<file path="config.mk">
export PLATFORM = sky130hd
export DESIGN_NAME = magic_header_frame_deframer_flat
export DESIGN_NICKNAME = d
export VERILOG_FILES = /design/src/design/mhfd_pkg.sv /design/src/design/mhfd_if.sv /design/src/design/mhfd_in_stage.sv /design/src/design/mhfd_parser.sv /design/src/design/mhfd_out_stage.sv /design/src/design/magic_header_frame_deframer.sv /design/src/flat_wrapper.sv
export VERILOG_INCLUDE_DIRS = /design/src /design/src/design
export SDC_FILE = /design/constraint.sdc
export NUM_CORES = 1
export LEC_CHECK = 0
export ABC_AREA = 1
export BUFFER_PORTS_ARGS = -buffer_cell sky130_fd_sc_hd__buf_2
export CORE_MARGIN = 2
export CORE_UTILIZATION = 35
export DETAILED_ROUTE_END_ITERATION = 10
export PLACE_DENSITY = 0.59
export SETUP_SLACK_MARGIN = 0.4
export SLEW_MARGIN = 20
export SYNTH_ARGS = -nofsm -noshare
export SYNTH_HDL_FRONTEND = slang
export SYNTH_HIERARCHICAL = 1
export SYNTH_SLANG_ARGS = --single-unit
</file>
<file path="constraint.sdc">
create_clock -name clock -period 23.8 [get_ports clock]
set_input_delay 2.38 -clock clock [delete_from_list [all_inputs] [get_ports clock]]
set_output_delay 2.38 -clock clock [all_outputs]
set_load 0.02 [all_outputs]
</file>
<file path="src/design/magic_header_frame_deframer_macros.svh">
// ----------------------------------------------------------------------------
// deframer assertion macros
// shared concurrent assertion forms for the frame deframer
// ----------------------------------------------------------------------------
`ifndef MAGIC_HEADER_FRAME_DEFRAMER_MACROS_SVH
`define MAGIC_HEADER_FRAME_DEFRAMER_MACROS_SVH

// same-cycle implication
`define MHFD_ASSERT_NOW(label, clk, rst, ante, cons, msg) \
   label: assert property (@(posedge clk) disable iff (rst) (ante) |-> (cons)) \
      else $error(msg);

// next-cycle implication
`define MHFD_ASSERT_NEXT(label, clk, rst, ante, cons, msg) \
   label: assert property (@(posedge clk) disable iff (rst) (ante) |=> (cons)) \
      else $error(msg);

`endif

</file>
<file path="src/design/mhfd_pkg.sv">
// ----------------------------------------------------------------------------
// deframer package
// types and constants shared by the frame deframer
// ----------------------------------------------------------------------------
package mhfd_pkg;

   localparam int HDR_LEN = 24;
   localparam logic [31:0] FRAME_LIMIT_RESET = 32'd40000;

   localparam logic [7:0] MAGIC_0 = 8'h4E;
   localparam logic [7:0] MAGIC_1 = 8'h56;
   localparam logic [7:0] MAGIC_2 = 8'h48;
   localparam logic [7:0] MAGIC_3 = 8'h31;

   typedef enum logic [1:0] {
      EV_HEADER    = 2'd0,
      EV_PAYLOAD   = 2'd1,
      EV_BAD_MAGIC = 2'd2,
      EV_TOO_BIG   = 2'd3
   } event_type;

   typedef struct packed {
      logic       kind;
      logic [7:0] data_byte;
   } req_item_type;

   typedef struct packed {
      event_type   event_res;
      logic [15:0] command;
      logic [31:0] request_id;
      logic [31:0] cbor_length;
      logic [31:0] raw_length;
      logic [7:0]  payload_byte;
      logic        section;
      logic        last;
   } rsp_item_type;

endpackage

</file>
<file path="src/design/mhfd_if.sv">
// ----------------------------------------------------------------------------
// deframer channels
// request, response and register write channels
// ----------------------------------------------------------------------------
interface mhfd_req_if import mhfd_pkg::*; ();
   logic       valid;
   logic       ready;
   logic       kind;
   logic [7:0] data_byte;

   modport source (output valid, output kind, output data_byte, input ready);
   modport sink (input valid, input kind, input data_byte, output ready);
endinterface

interface mhfd_rsp_if import mhfd_pkg::*; ();
   logic        valid;
   logic        ready;
   event_type   event_res;
   logic [15:0] command;
   logic [31:0] request_id;
   logic [31:0] cbor_length;
   logic [31:0] raw_length;
   logic [7:0]  payload_byte;
   logic        section;
   logic        last;

   modport source (output valid, output event_res, output command, output request_id,
                   output cbor_length, output raw_length, output payload_byte,
                   output section, output last, input ready);
   modport sink (input valid, input event_res, input command, input request_id,
                 input cbor_length, input raw_length, input payload_byte,
                 input section, input last, output ready);
endinterface

interface mhfd_csr_if import mhfd_pkg::*; ();
   logic        valid;
   logic        ready;
   logic [31:0] max_frame_bytes;

   modport source (output valid, output max_frame_bytes, input ready);
   modport sink (input valid, input max_frame_bytes, output ready);
endinterface

</file>
<file path="src/design/mhfd_in_stage.sv">
// ----------------------------------------------------------------------------
// deframer input stage
// registers one request and holds it until the parser takes it
// ----------------------------------------------------------------------------
module mhfd_in_stage import mhfd_pkg::*; (
   input  logic         clock,
   input  logic         reset,
   input  logic         in_valid,
   output logic         in_ready,
   input  req_item_type in_item,
   input  logic         advance,
   output logic         item_valid,
   output req_item_type item
);

   logic         valid_ff;
   logic         valid_in;
   req_item_type item_ff;

   assign in_ready   = !valid_ff || advance;
   assign item_valid = valid_ff;
   assign item       = item_ff;

   always_comb begin
      valid_in = valid_ff;
      if (in_valid && in_ready) begin
         valid_in = 1'b1;
      end else if (advance) begin
         valid_in = 1'b0;
      end
   end

   always_ff @(posedge clock) begin
      if (reset) begin
         valid_ff <= 1'b0;
      end else begin
         valid_ff <= valid_in;
      end
   end

   always_ff @(posedge clock) begin
      if (in_valid && in_ready) begin
         item_ff <= in_item;
      end
   end

endmodule

</file>
<file path="src/design/mhfd_parser.sv">
// ----------------------------------------------------------------------------
// deframer parser
// header gathering, magic and size checks, payload tagging
// ----------------------------------------------------------------------------
`include "magic_header_frame_deframer_macros.svh"

module mhfd_parser import mhfd_pkg::*; (
   input  logic         clock,
   input  logic         reset,
   input  logic         fire,
   input  req_item_type item,
   input  logic [31:0]  max_frame_bytes,
   output logic         res_valid,
   output rsp_item_type res
);

   logic [4:0]  hdr_count_ff;
   logic [4:0]  hdr_count_in;
   logic [7:0]  hdr_ff [0:HDR_LEN-2];
   logic        in_payload_ff;
   logic        in_payload_in;
   logic [31:0] cbor_rem_ff;
   logic [31:0] cbor_rem_in;
   logic [31:0] raw_rem_ff;
   logic [31:0] raw_rem_in;
   logic        hdr_shift;

   logic [15:0] cmd;
   logic [31:0] rid;
   logic [31:0] clen;
   logic [31:0] rlen;
   logic [33:0] total;
   logic        magic_ok;
   logic        too_big;
   logic        hdr_done;

   assign cmd  = {hdr_ff[6], hdr_ff[7]};
   assign rid  = {hdr_ff[10], hdr_ff[11], hdr_ff[12], hdr_ff[13]};
   assign clen = {hdr_ff[14], hdr_ff[15], hdr_ff[16], hdr_ff[17]};
   assign rlen = {hdr_ff[18], hdr_ff[19], hdr_ff[20], hdr_ff[21]};
   assign total = 34'(HDR_LEN) + {2'b00, clen} + {2'b00, rlen};
   assign magic_ok = (hdr_ff[0] == MAGIC_0) && (hdr_ff[1] == MAGIC_1) &&
                     (hdr_ff[2] == MAGIC_2) && (hdr_ff[3] == MAGIC_3);
   assign too_big  = total > {2'b00, max_frame_bytes};
   assign hdr_done = hdr_count_ff == 5'(HDR_LEN - 1);

   always_comb begin
      hdr_count_in  = hdr_count_ff;
      in_payload_in = in_payload_ff;
      cbor_rem_in   = cbor_rem_ff;
      raw_rem_in    = raw_rem_ff;
      hdr_shift     = 1'b0;
      res_valid     = 1'b0;
      res           = '0;
      if (item.kind) begin
         hdr_count_in  = '0;
         in_payload_in = 1'b0;
         cbor_rem_in   = '0;
         raw_rem_in    = '0;
      end else if (in_payload_ff) begin
         res_valid        = 1'b1;
         res.event_res    = EV_PAYLOAD;
         res.payload_byte = item.data_byte;
         if (cbor_rem_ff != '0) begin
            cbor_rem_in = cbor_rem_ff - 32'd1;
            res.section = 1'b0;
         end else begin
            if (raw_rem_ff != '0) begin
               raw_rem_in = raw_rem_ff - 32'd1;
            end
            res.section = 1'b1;
         end
         if (cbor_rem_in == '0 && raw_rem_in == '0) begin
            res.last      = 1'b1;
            in_payload_in = 1'b0;
         end
      end else begin
         hdr_shift = 1'b1;
         if (!hdr_done) begin
            hdr_count_in = hdr_count_ff + 5'd1;
         end else begin
            hdr_count_in    = '0;
            res_valid       = 1'b1;
            res.command     = cmd;
            res.request_id  = rid;
            res.cbor_length = clen;
            res.raw_length  = rlen;
            if (!magic_ok) begin
               res.event_res = EV_BAD_MAGIC;
            end else if (too_big) begin
               res.event_res = EV_TOO_BIG;
            end else begin
               res.event_res = EV_HEADER;
               cbor_rem_in   = clen;
               raw_rem_in    = rlen;
               if (clen == '0 && rlen == '0) begin
                  res.last = 1'b1;
               end else begin
                  in_payload_in = 1'b1;
               end
            end
         end
      end
   end

   always_ff @(posedge clock) begin
      if (reset) begin
         hdr_count_ff  <= '0;
         in_payload_ff <= 1'b0;
         cbor_rem_ff   <= '0;
         raw_rem_ff    <= '0;
      end else if (fire) begin
         hdr_count_ff  <= hdr_count_in;
         in_payload_ff <= in_payload_in;
         cbor_rem_ff   <= cbor_rem_in;
         raw_rem_ff    <= raw_rem_in;
      end
   end

   // header bytes 0 to 22 line up with their index once 23 are in
   always_ff @(posedge clock) begin
      if (fire && hdr_shift) begin
         for (int i = 0; i < HDR_LEN - 2; i++) begin
            hdr_ff[i] <= hdr_ff[i+1];
         end
         hdr_ff[HDR_LEN-2] <= item.data_byte;
      end
   end

   `MHFD_ASSERT_NOW(a_payload_event, clock, reset, fire && !item.kind && in_payload_ff, res_valid && res.event_res == EV_PAYLOAD, "payload byte without payload event")
   `MHFD_ASSERT_NEXT(a_header_opens_payload, clock, reset, fire && res_valid && res.event_res == EV_HEADER && !res.last, in_payload_ff, "accepted header did not open payload")
   `MHFD_ASSERT_NEXT(a_restart_clears, clock, reset, fire && item.kind, hdr_count_ff == '0 && !in_payload_ff, "restart left parse state")
   `MHFD_ASSERT_NOW(a_payload_remaining, clock, reset, in_payload_ff, cbor_rem_ff != '0 || raw_rem_ff != '0, "payload open with nothing left")

endmodule

</file>
<file path="src/design/mhfd_out_stage.sv">
// ----------------------------------------------------------------------------
// deframer result stage
// response register toward the downstream sink
// ----------------------------------------------------------------------------
module mhfd_out_stage import mhfd_pkg::*; (
   input  logic         clock,
   input  logic         reset,
   input  logic         res_valid,
   input  rsp_item_type res,
   output logic         advance,
   output logic         out_valid,
   input  logic         out_ready,
   output rsp_item_type out_item
);

   logic         valid_ff;
   logic         valid_in;
   rsp_item_type item_ff;

   assign advance   = !valid_ff || out_ready;
   assign out_valid = valid_ff;
   assign out_item  = item_ff;

   always_comb begin
      valid_in = valid_ff;
      if (advance) begin
         valid_in = res_valid;
      end
   end

   always_ff @(posedge clock) begin
      if (reset) begin
         valid_ff <= 1'b0;
      end else begin
         valid_ff <= valid_in;
      end
   end

   always_ff @(posedge clock) begin
      if (advance && res_valid) begin
         item_ff <= res;
      end
   end

endmodule

</file>
<file path="src/design/magic_header_frame_deframer.sv">
// ----------------------------------------------------------------------------
// magic header frame deframer
// byte stream deframer with magic and size checks
// ----------------------------------------------------------------------------
// Takes one request per clock cycle through the input register, then the parse
// logic into the response register; the rate is set by the response register,
// which frees up in any cycle the sink takes its response. Header bytes give no
// response until the 24th, which gives a header, bad magic or too big event;
// each payload byte gives one payload event. The frame limit register is to
// be written only while the block is idle; the block does not enforce this.
module magic_header_frame_deframer import mhfd_pkg::*; (
   input logic        clock,
   input logic        reset,
   mhfd_req_if.sink   req_port,
   mhfd_rsp_if.source rsp_port,
   mhfd_csr_if.sink   csr_port
);

   logic [31:0]  max_frame_ff;
   logic         advance;
   logic         item_valid;
   req_item_type in_item;
   req_item_type item;
   logic         res_valid;
   rsp_item_type res;
   rsp_item_type out_item;

   assign csr_port.ready = 1'b1;

   always_ff @(posedge clock) begin
      if (reset) begin
         max_frame_ff <= FRAME_LIMIT_RESET;
      end else if (csr_port.valid) begin
         max_frame_ff <= csr_port.max_frame_bytes;
      end
   end

   assign in_item.kind      = req_port.kind;
   assign in_item.data_byte = req_port.data_byte;

   mhfd_in_stage u_in_stage (
      .clock      (clock),
      .reset      (reset),
      .in_valid   (req_port.valid),
      .in_ready   (req_port.ready),
      .in_item    (in_item),
      .advance    (advance),
      .item_valid (item_valid),
      .item       (item)
   );

   mhfd_parser u_parser (
      .clock           (clock),
      .reset           (reset),
      .fire            (item_valid && advance),
      .item            (item),
      .max_frame_bytes (max_frame_ff),
      .res_valid       (res_valid),
      .res             (res)
   );

   mhfd_out_stage u_out_stage (
      .clock     (clock),
      .reset     (reset),
      .res_valid (item_valid && res_valid),
      .res       (res),
      .advance   (advance),
      .out_valid (rsp_port.valid),
      .out_ready (rsp_port.ready),
      .out_item  (out_item)
   );

   assign rsp_port.event_res    = out_item.event_res;
   assign rsp_port.command      = out_item.command;
   assign rsp_port.request_id   = out_item.request_id;
   assign rsp_port.cbor_length  = out_item.cbor_length;
   assign rsp_port.raw_length   = out_item.raw_length;
   assign rsp_port.payload_byte = out_item.payload_byte;
   assign rsp_port.section      = out_item.section;
   assign rsp_port.last         = out_item.last;

endmodule
</file>
<file path="src/flat_wrapper.sv">
// flat-port wrapper written by rule: the top's interface ports become plain ports
module magic_header_frame_deframer_flat import mhfd_pkg::*;
  (clock, reset, req_port_valid, req_port_kind, req_port_data_byte, req_port_ready, rsp_port_valid, rsp_port_event_res, rsp_port_command, rsp_port_request_id, rsp_port_cbor_length, rsp_port_raw_length, rsp_port_payload_byte, rsp_port_section, rsp_port_last, rsp_port_ready, csr_port_valid, csr_port_max_frame_bytes, csr_port_ready);
  mhfd_req_if req_port_i ();
  mhfd_rsp_if rsp_port_i ();
  mhfd_csr_if csr_port_i ();
  input logic clock;
  input logic reset;
  input wire logic [$bits(req_port_i.valid)-1:0] req_port_valid;
  input wire logic [$bits(req_port_i.kind)-1:0] req_port_kind;
  input wire logic [$bits(req_port_i.data_byte)-1:0] req_port_data_byte;
  output wire logic [$bits(req_port_i.ready)-1:0] req_port_ready;
  output wire logic [$bits(rsp_port_i.valid)-1:0] rsp_port_valid;
  output wire logic [$bits(rsp_port_i.event_res)-1:0] rsp_port_event_res;
  output wire logic [$bits(rsp_port_i.command)-1:0] rsp_port_command;
  output wire logic [$bits(rsp_port_i.request_id)-1:0] rsp_port_request_id;
  output wire logic [$bits(rsp_port_i.cbor_length)-1:0] rsp_port_cbor_length;
  output wire logic [$bits(rsp_port_i.raw_length)-1:0] rsp_port_raw_length;
  output wire logic [$bits(rsp_port_i.payload_byte)-1:0] rsp_port_payload_byte;
  output wire logic [$bits(rsp_port_i.section)-1:0] rsp_port_section;
  output wire logic [$bits(rsp_port_i.last)-1:0] rsp_port_last;
  input wire logic [$bits(rsp_port_i.ready)-1:0] rsp_port_ready;
  input wire logic [$bits(csr_port_i.valid)-1:0] csr_port_valid;
  input wire logic [$bits(csr_port_i.max_frame_bytes)-1:0] csr_port_max_frame_bytes;
  output wire logic [$bits(csr_port_i.ready)-1:0] csr_port_ready;
  assign req_port_i.valid = req_port_valid;
  assign req_port_i.kind = req_port_kind;
  assign req_port_i.data_byte = req_port_data_byte;
  assign req_port_ready = req_port_i.ready;
  assign rsp_port_valid = rsp_port_i.valid;
  assign rsp_port_event_res = rsp_port_i.event_res;
  assign rsp_port_command = rsp_port_i.command;
  assign rsp_port_request_id = rsp_port_i.request_id;
  assign rsp_port_cbor_length = rsp_port_i.cbor_length;
  assign rsp_port_raw_length = rsp_port_i.raw_length;
  assign rsp_port_payload_byte = rsp_port_i.payload_byte;
  assign rsp_port_section = rsp_port_i.section;
  assign rsp_port_last = rsp_port_i.last;
  assign rsp_port_i.ready = rsp_port_ready;
  assign csr_port_i.valid = csr_port_valid;
  assign csr_port_i.max_frame_bytes = csr_port_max_frame_bytes;
  assign csr_port_ready = csr_port_i.ready;
  magic_header_frame_deframer u_core (.clock(clock), .reset(reset), .req_port(req_port_i), .rsp_port(rsp_port_i), .csr_port(csr_port_i));
endmodule
</file>
==> metrics list, run 1 <==
- In this run the tool buffered the top-level ports with 171 buffer cells.
- Relative to the synthesized area, the layout overhead comes to 13.9%.
- The later pin in the worst-skew pair is clocked with a latency of 590 ps.
- Post-synthesis sequential element count: 421
- Count of hold buffers inserted by post-cts repair: 0
- In this run, placement finished with an instance count of 3437.
- Max-slew violation count: 0
- The Yosys step of the flow raised 6 warnings.
- Routability cong.: 0.922
- Core region area: 61700 um2
- Post-CTS setup-driven buffer insertion count: 0
- The detail route stage leaves a number of antenna-violating nets equal to 0.
- At the end of the flow the core is filled with cells to 40.3%.
- LEAKAGE: 10.4 nW
- Antenna violations before repair: 2
- Max stage delay on crit path: 720 ps
* Total wirelength of the detailed-routed design: 64100 um
* GRT Util Overall: 19.8%
* Number of iterations in the first detailed-routing pass: 6
- Final Net Count: 2793
- Adder and majority cell fraction of the synthesized area: 5.82%
- Share of the clock period used by the worst path after layout: 24.7%
- The number of clock buffers added by TritonCTS is 44.
- The number of global-route vias before repair was 16900.
* Deepest level of the CTS H-tree: 2
- Reg-to-reg critical path startpoint: u_core/u_parser/hdr_ff[2][9]
- Largest area contributor in the synthesized netlist: edfxtp_1
- The top cell types in the final layout, fill and taps aside, are nor2_1, nand2_1, inv_1, edfxtp_1, buf_2.
- Dominant combinational cell family by area after synthesis: simple AND/OR/NAND/NOR gates
- After detailed routing, the number of vias per cell comes to 5.03.
- Clock sink count: 421
- Number of rows in the core area: 91
* Post-cts gate resize count: 0
- In this run the critical register-to-register path is captured at u_core/u_parser/cbor_rem_ff[13].
* Most Frequent Cell on Critical Path: nand2_1
* Multiplexer share of the synthesized area: 0%
- The total overflow left after global routing is 0.
- In the final routed layout, each cell accounts on average for 18.2 um.
* Number of endpoints failing setup at the final stage: 0
- Run status: completed
- Kind of critical path: reg -> reg
- The die is 254 um wide.
- Maximum fanout encountered on the critical timing path: 80
* Final critical path time including I/O delays and setup: 5890 ps
- Overall power consumption after layout is estimated at 1.78 mW.
- Chip height: 254 um
- Buffer cell driving the clock tree root: clkbuf_16
- STA classifies the critical path startpoint as a flop.
- In the synthesized netlist, the number of instances is 2497.
* Number of standard cells in the final layout excluding fillers: 3520
- TritonCTS built the clock tree.
- Clock-pin slew was measured on the worst setup and hold paths at 60 ps.
* Hold WC Path Type: reg -> reg
- Data on the critical path is required at its endpoint by 24280 ps.
* Hold Violations, Final: 0
- The tool flagged a number of max-cap violations equal to 0.
* Full die area: 64400 um2
- Static timing analysis puts the maximum clock frequency at 170 MHz.
- Endpoint of the most critical setup path: u_core/u_parser/cbor_rem_ff[13]
* CP max stage cell: buf_4
- The worst register-to-register path has a depth of 32.
- The library cell used most frequently in the layout, excluding fill and tap cells, is nor2_1.
* Power per unit of standard cell area: 71.5 nW/um2
* Yosys top cell area share: 43.6%
- At the pin with the least slew margin, the transition time is 1050 ps.
- Synthesized-area fraction occupied by ao, oa, aoi and oai cells: 7.29%
* Top Ports: 173
- IR analysis of the VDD net gives a maximum drop of 0.0564 mV.
- Number of buffers between clock root and the deepest sink: 3
- Maximum number of pins on one net before global-route repair: 100
* Number of vias after detailed routing: 17700
* Critical Path End Type: flop
* Setup slack, reg-to-reg: 17910 ps
* Source of the critical timing path: u_core/u_parser/hdr_ff[2][9]
- Post-synthesis instance area: 21800 um2
- Slew Limit Headroom: 29.8%
- The synthesized netlist devotes 2.12% of its cell area to XOR and XNOR gates.
* Total half-perimeter wirelength after legalization and detailed placement: 47700 um
- The post-route netlist has 11.8% of its cells at a drive strength greater than 1.
- Adding up every negative setup slack in the final design gives 0 ps.
* Signal arrival time at the worst endpoint: 6370 ps
- Setup repair after global routing left no endpoint under its margin.
- Start point of the worst hold path: u_core/u_parser/hdr_ff[0][36]
- Summing the areas of all and, or, nand and nor instances in the mapped netlist gives 23.2% of the synthesized area.
* Biggest area contributors in the synthesized netlist: edfxtp_1, dfxtp_1, nor2_1
- Global-route wire length before repair: 98000 um
- Mapped Avg Cell Area: 8.75 um2
* Fraction of the yosys area taken by sequential cells: 53.1%
* Post-synth cell types: 52
* Number of DRC violations after detailed-routing iteration 0: 1884
- Layout Skew: 32.5 ps
- The number of nets handed over by synthesis was 2644.
* Number of DRC violations after detailed routing: 0
* Initial cell density of the core: 35.4%
-- metrics by stage --
stage	hold WS, ps	instance area, um2	worst slack, ps
2_1_floorplan	400	21800	12530
3_3_place_gp	402	23400	17790
3_5_place_dp	405	23400	17710
4_1_cts	413	24900	18020
5_1_grt	418	24900	17470
6_report	404	24900	17910
-- cells in the mapped netlist (all sizes together) --
cell type	number
nor2	472
nand2	462
inv	356
edfxtp	317
nand3	166
a21oi	144
dfxtp	104
ha	100
o21ai	64
nand4	51
clkbuf	44
buf	39
o22ai	38
xor2	38
nor3	16
xnor2	15
nor4	14
a22oi	12
or2	11
a21o	6
o21a	6
o21bai	5
nand3b	3
a21boi	2
a31oi	2
clkinv	2
a2111oi	1
a211oi	1
a311oi	1
and2	1
conb	1
fa	1
o2111ai	1
o221ai	1
-- sequential cells by signal, summed over array words and instances (netlist names) --
signal                         count
u_core/max_frame_ff               32
u_core/u_parser/hdr_ff           184
u_core/u_out_stage/out_valid       1
u_core/u_parser/hdr_count_ff       5
u_core/u_parser/in_payload_ff      1
u_core/u_in_stage/item             9
u_core/u_parser/cbor_rem_ff       32
u_core/u_out_stage/out_item      124
u_core/u_in_stage/item_valid       1
u_core/u_parser/raw_rem_ff        32
-- worst max-delay path: cells and delay by family, from the launching register on --
kind | cells | cell delay (ps)
buffers and inverters | 2 | 810
AOI/OAI and AO/OA | 7 | 1140
and+or+nand+nor | 18 | 1930
DFF | 1 | 420
xor gates and xnor gates | 1 | 160
adders and majority gates | 4 | 1250
-- final cells by class --
type / count / area, um2
fill: 6230 / 36800
sequential: 421 / 11600
multi-input combinational: 1635 / 8420
inverter: 358 / 1350
clock buffer: 54 / 1200
tap: 837 / 1050
timing repair buffer: 186 / 968
clock inverter: 28 / 294
antenna: 1 / 2.50
-- where the power goes --
part | internal [mW] | total (mW) | switching [mW]
logic | 0.0797 | 0.253 | 0.173
clock network | 0.408 | 0.705 | 0.297
registers | 0.803 | 0.822 | 0.0189
-- cells by family (layout without fill, tap and decap cells) --
logic type,count (synthesis),after routing
AND/OR/NAND/NOR,1196,1196
AO/OA/AOI/OAI,284,284
buffers and inverters,441,626
flip-flops,421,421
other,1,2
XOR/XNOR,53,53
adder cells (fa/ha/maj),101,101
-- per-layer routing --
layer | routed length, um | global-route usage (%)
met5 | 25 | 0
met4 | 1810 | 5.98
met3 | 5130 | 3.53
met2 | 27600 | 30.2
met1 | 29600 | 28.5
-- worst min path at each step --
stage,cells after the start,endpoint
global placement,0,u_core/u_parser/hdr_ff[0][57]
detailed placement,0,u_core/u_parser/hdr_ff[0][25]
CTS,0,u_core/u_parser/hdr_ff[0][28]
global route,0,u_core/u_parser/hdr_ff[0][25]
finish,0,u_core/u_parser/hdr_ff[0][28]
floorplan,0,u_core/u_parser/hdr_ff[0][24]
Note: power is estimated with default switching activity, not from simulation.
==> run 2: changes to the inputs <==
==> constraint.sdc (replaced) <==
create_clock -name clock -period 5.9 [get_ports clock]
set_input_delay 0.59 -clock clock [delete_from_list [all_inputs] [get_ports clock]]
set_output_delay 0.59 -clock clock [all_outputs]
set_load 0.02 [all_outputs]
==> run 2 against run 1 <==
Register-to-register slack got worse by 17000 ps. Fmax is 16% higher. Worst hold slack worse by 240 ps. First-iteration DRC count is 1.3% lower. Global-route usage about the same. Clock power rose to 4.0 times the previous value. Flip-flop and latch count is the same. Critical path depth decreased by 1. Setup slack worse by 17000 ps. Critical path type unchanged. Largest cell class unchanged.
==> metrics list, run 2 (synthesis results as in run 1) <==
* Total half-perimeter wirelength after legalization and detailed placement: 47800 um (+0.32%)
- Counting flops per register, the top entry is u_core/u_parser/hdr_ff.
* Setup slack, reg-to-reg: 830 ps (-17080 ps)
* Antenna violations before repair: 4 (+2)
- Maximum fanout encountered on the critical timing path: 17 (-79%)
- Actual transition at the worst max-transition pin: 1070 ps (+13.5 ps)
- The worst voltage drop across the vdd grid is 0.193 mV (+240%).
- Hold Violations, Final: 0 (unchanged)
* Run status: completed
- Startpoint types: flop
* Power per unit of standard cell area: 285 nW/um2 (+300%)
- Max-slew violation count: 0 (unchanged)
- The headroom to the max-slew limit came to 28.7% (-1.1 points).
- Final Net Count: 2804 (+0.39%)
* Total power of the final layout: 7.15 mW (+300%)
- The number of global-route vias before repair was 16800 (-0.53%).
* Die X-Extent: 254 um (unchanged)
- The delay of the slowest cell on the worst path is 430 ps (-290 ps).
- The flip-flop and latch area was 11600 um2 (unchanged).
- Filler cells: 6210 (-0.32%)
- Setup repair after global routing left no endpoint under its margin.
- Max-cap violations: 0 (unchanged)
- The clock period minus final worst setup slack was 5070 ps (-824 ps).
- Logic depth of the worst register-to-register path: 31 (-3.1%)
* Core region area: 61700 um2 (unchanged)
* Share of the clock period used by the worst path after layout: 85.9% (+61 points)
* Most Frequent Cell on Critical Path: nand2_1
- The total die area is 64400 um2 (unchanged).
* Area occupied by multi-input gates: 8460 um2 (+0.42%)
- Total wirelength of the detailed-routed design: 65000 um (+1.3%)
- The fraction of power consumed by combinational cells was 14.5% (+0.3 points).
- Data required, critical path: 6390 ps (-17890 ps)
- The I/O pin total came to 173 (unchanged).
* Grt ovf: 0 (unchanged)
* GRT Util Overall: 19.8% (about the same)
- Hold WC Path Type: in -> reg
- Buffer cell driving the clock tree root: clkbuf_16
* CTS tree: built
- The number of clock sinks seen by CTS was 421 (unchanged).
- The leakage component of the power is 10.5 nW (+0.67%).
- The internal power summed over all cells is 5.15 mW (+300%).
* Clock latency at the later pin of the worst-skew pair: 610 ps (+20 ps)
- The TritonCTS buffer count came to 43 (-2.3%).
- The switching part of the total power was 27.9% (+0.45 points).
* Number of DRC violations after detailed routing: 0 (unchanged)
- Number of DRC violations after detailed-routing iteration 0: 1860 (-1.3%)
* CTS clk-pin slew, worst paths: 60 ps (about the same)
* Proportion of power drawn by flip-flops and latches: 46.4% (+0.2 points)
- Source of the critical timing path: u_core/u_parser/hdr_ff[2][9]
* Post-detailed-route count of antenna-violating nets: 0 (unchanged)
- CP max stage cell: edfxtp_1
- The number of iterations in the first detailed-routing pass was 6 (unchanged).
- Port buffer count: 171 (unchanged)
- Net Sw Power: 1.99 mW (+310%)
- Worst reg2reg path endpoint: u_core/u_parser/cbor_rem_ff[1]
* Max reg flops: 184 (unchanged)
- Initial cell density of the core: 35.4% (unchanged)
* Worst hold path depth: 1 (+1)
* Number of buffers between clock root and the deepest sink: 3 (unchanged)
* Total negative setup slack: 0 ps (unchanged)
- Routed wire length per instance: 18.4 um (+1.0%)
- Start point of the worst hold path: req_port_data_byte[0]
- Chip height: 254 um (unchanged)
- The fraction of power consumed by the clock network came to 39.1% (-0.5 points).
- In the layout the commonest cells are nor2_1, nand2_1, inv_1, edfxtp_1, buf_2.
- Critical Path End Type: flop
- Via density per instance: 5.06 (+0.69%)
- Number of rows in the core area: 91 (unchanged)
* Kind of critical path: reg -> reg
- Maximum number of pins on one net before global-route repair: 94 (-6.0%)
* Fraction of layout cells with a size suffix above 1: 12.1% (+0.25 points)
- Global-route wire length before repair: 98200 um (+0.25%)
- Endpoint of the worst hold-timing path: u_core/u_in_stage/item[0]
- Number of endpoints failing setup at the final stage: 0 (unchanged)
- Relative to the synthesized area, the layout overhead comes to 14.7%.
- The total number of H-tree levels came to 2 (unchanged).
* Layout Skew: 39.8 ps (+7.28 ps)
- The arrival time of data at the critical path endpoint came to 5560 ps (-810 ps).
* Highest clock frequency the design can meet: 197 MHz (+16%)
* Reg-to-reg critical path startpoint: u_core/u_parser/hdr_ff[2][9]
- The final weighted congestion in routability-driven placement came to 0.918 (-0.39%).
- Leaving out fill and tap cells, the most frequent cell in the layout is nor2_1.
* Number of vias after detailed routing: 17900 (+0.97%)
[run 2: cell count changes in the layout (fill, tap and decap cells not counted), sizes merged]
cell / delta
buf: +8
clkinv: -5
clkbuf: +4
nand2: +2
clkinvlp: +1
[run 2: through the flow]
step	area, um2	hold WS (ps)	util, %	worst slack (ps)	std cells
global placement	23500	402	38.1	875	3440
floorplan	21900	400	-	748	2497
finish	25100	165	40.6	834	3530
global route	25100	154	40.6	429	3529
detailed placement	23500	405	38.1	651	3440
CTS	24900	148	40.4	606	3520
[run 2: worst max path at each step]
stage / to / slack [ps]
global placement: u_core/u_parser/raw_rem_ff[28] / 870
detailed placement: u_core/u_parser/raw_rem_ff[9] / 650
floorplan: u_core/u_out_stage/out_item[0] / 750
CTS: u_core/u_parser/raw_rem_ff[9] / 610
global route: u_core/u_parser/raw_rem_ff[28] / 430
finish: u_core/u_parser/cbor_rem_ff[1] / 830
[run 2: what timing repair did]
action	CTS	global route
setup buffers	0	5
gates resized for setup	0	4
setup endpoints to repair	0	64
hold buffers	0	0
[run 2: routing by layer]
layer	up-vias	track usage (%)	routed length, um
li1	8573	-	-
met1	8448	28.6	29700
met2	739	30.1	28200
met3	101	3.53	5410
met4	4	5.66	1620
met5	-	0	23
[run 2: layout make-up]
| type | count | area share, % |
|---|---|---|
| multi-input combinational | 1637 | 33.7 |
| clock buffer | 56 | 4.62 |
| antenna | 1 | 0.00998 |
| clock inverter | 24 | 1.13 |
| sequential | 421 | 46.3 |
| tap | 837 | 4.18 |
| timing repair buffer | 196 | 4.66 |
| inverter | 358 | 5.37 |
[run 2: power by group through the flow]
stage | Combinational (mW) | Clock [mW] | Sequential [mW]
after detailed placement | 1.01 | 0 | 3.38
after global routing | 1.17 | 2.97 | 3.32
after CTS | 1.01 | 2.85 | 3.32
after global placement | 0.997 | 0 | 3.38
final | 1.04 | 2.80 | 3.32
after floorplan | 0.750 | 0 | 3.34
[run 2: critical path, delay by kind of cell (launching register included)]
kind            cells  cell delay [ps]
simple gates       17             1660
fa+ha+maj           4             1260
compound gates      7             1180
flops               1              430
buf+inv             2              250
xor+xnor            1              160
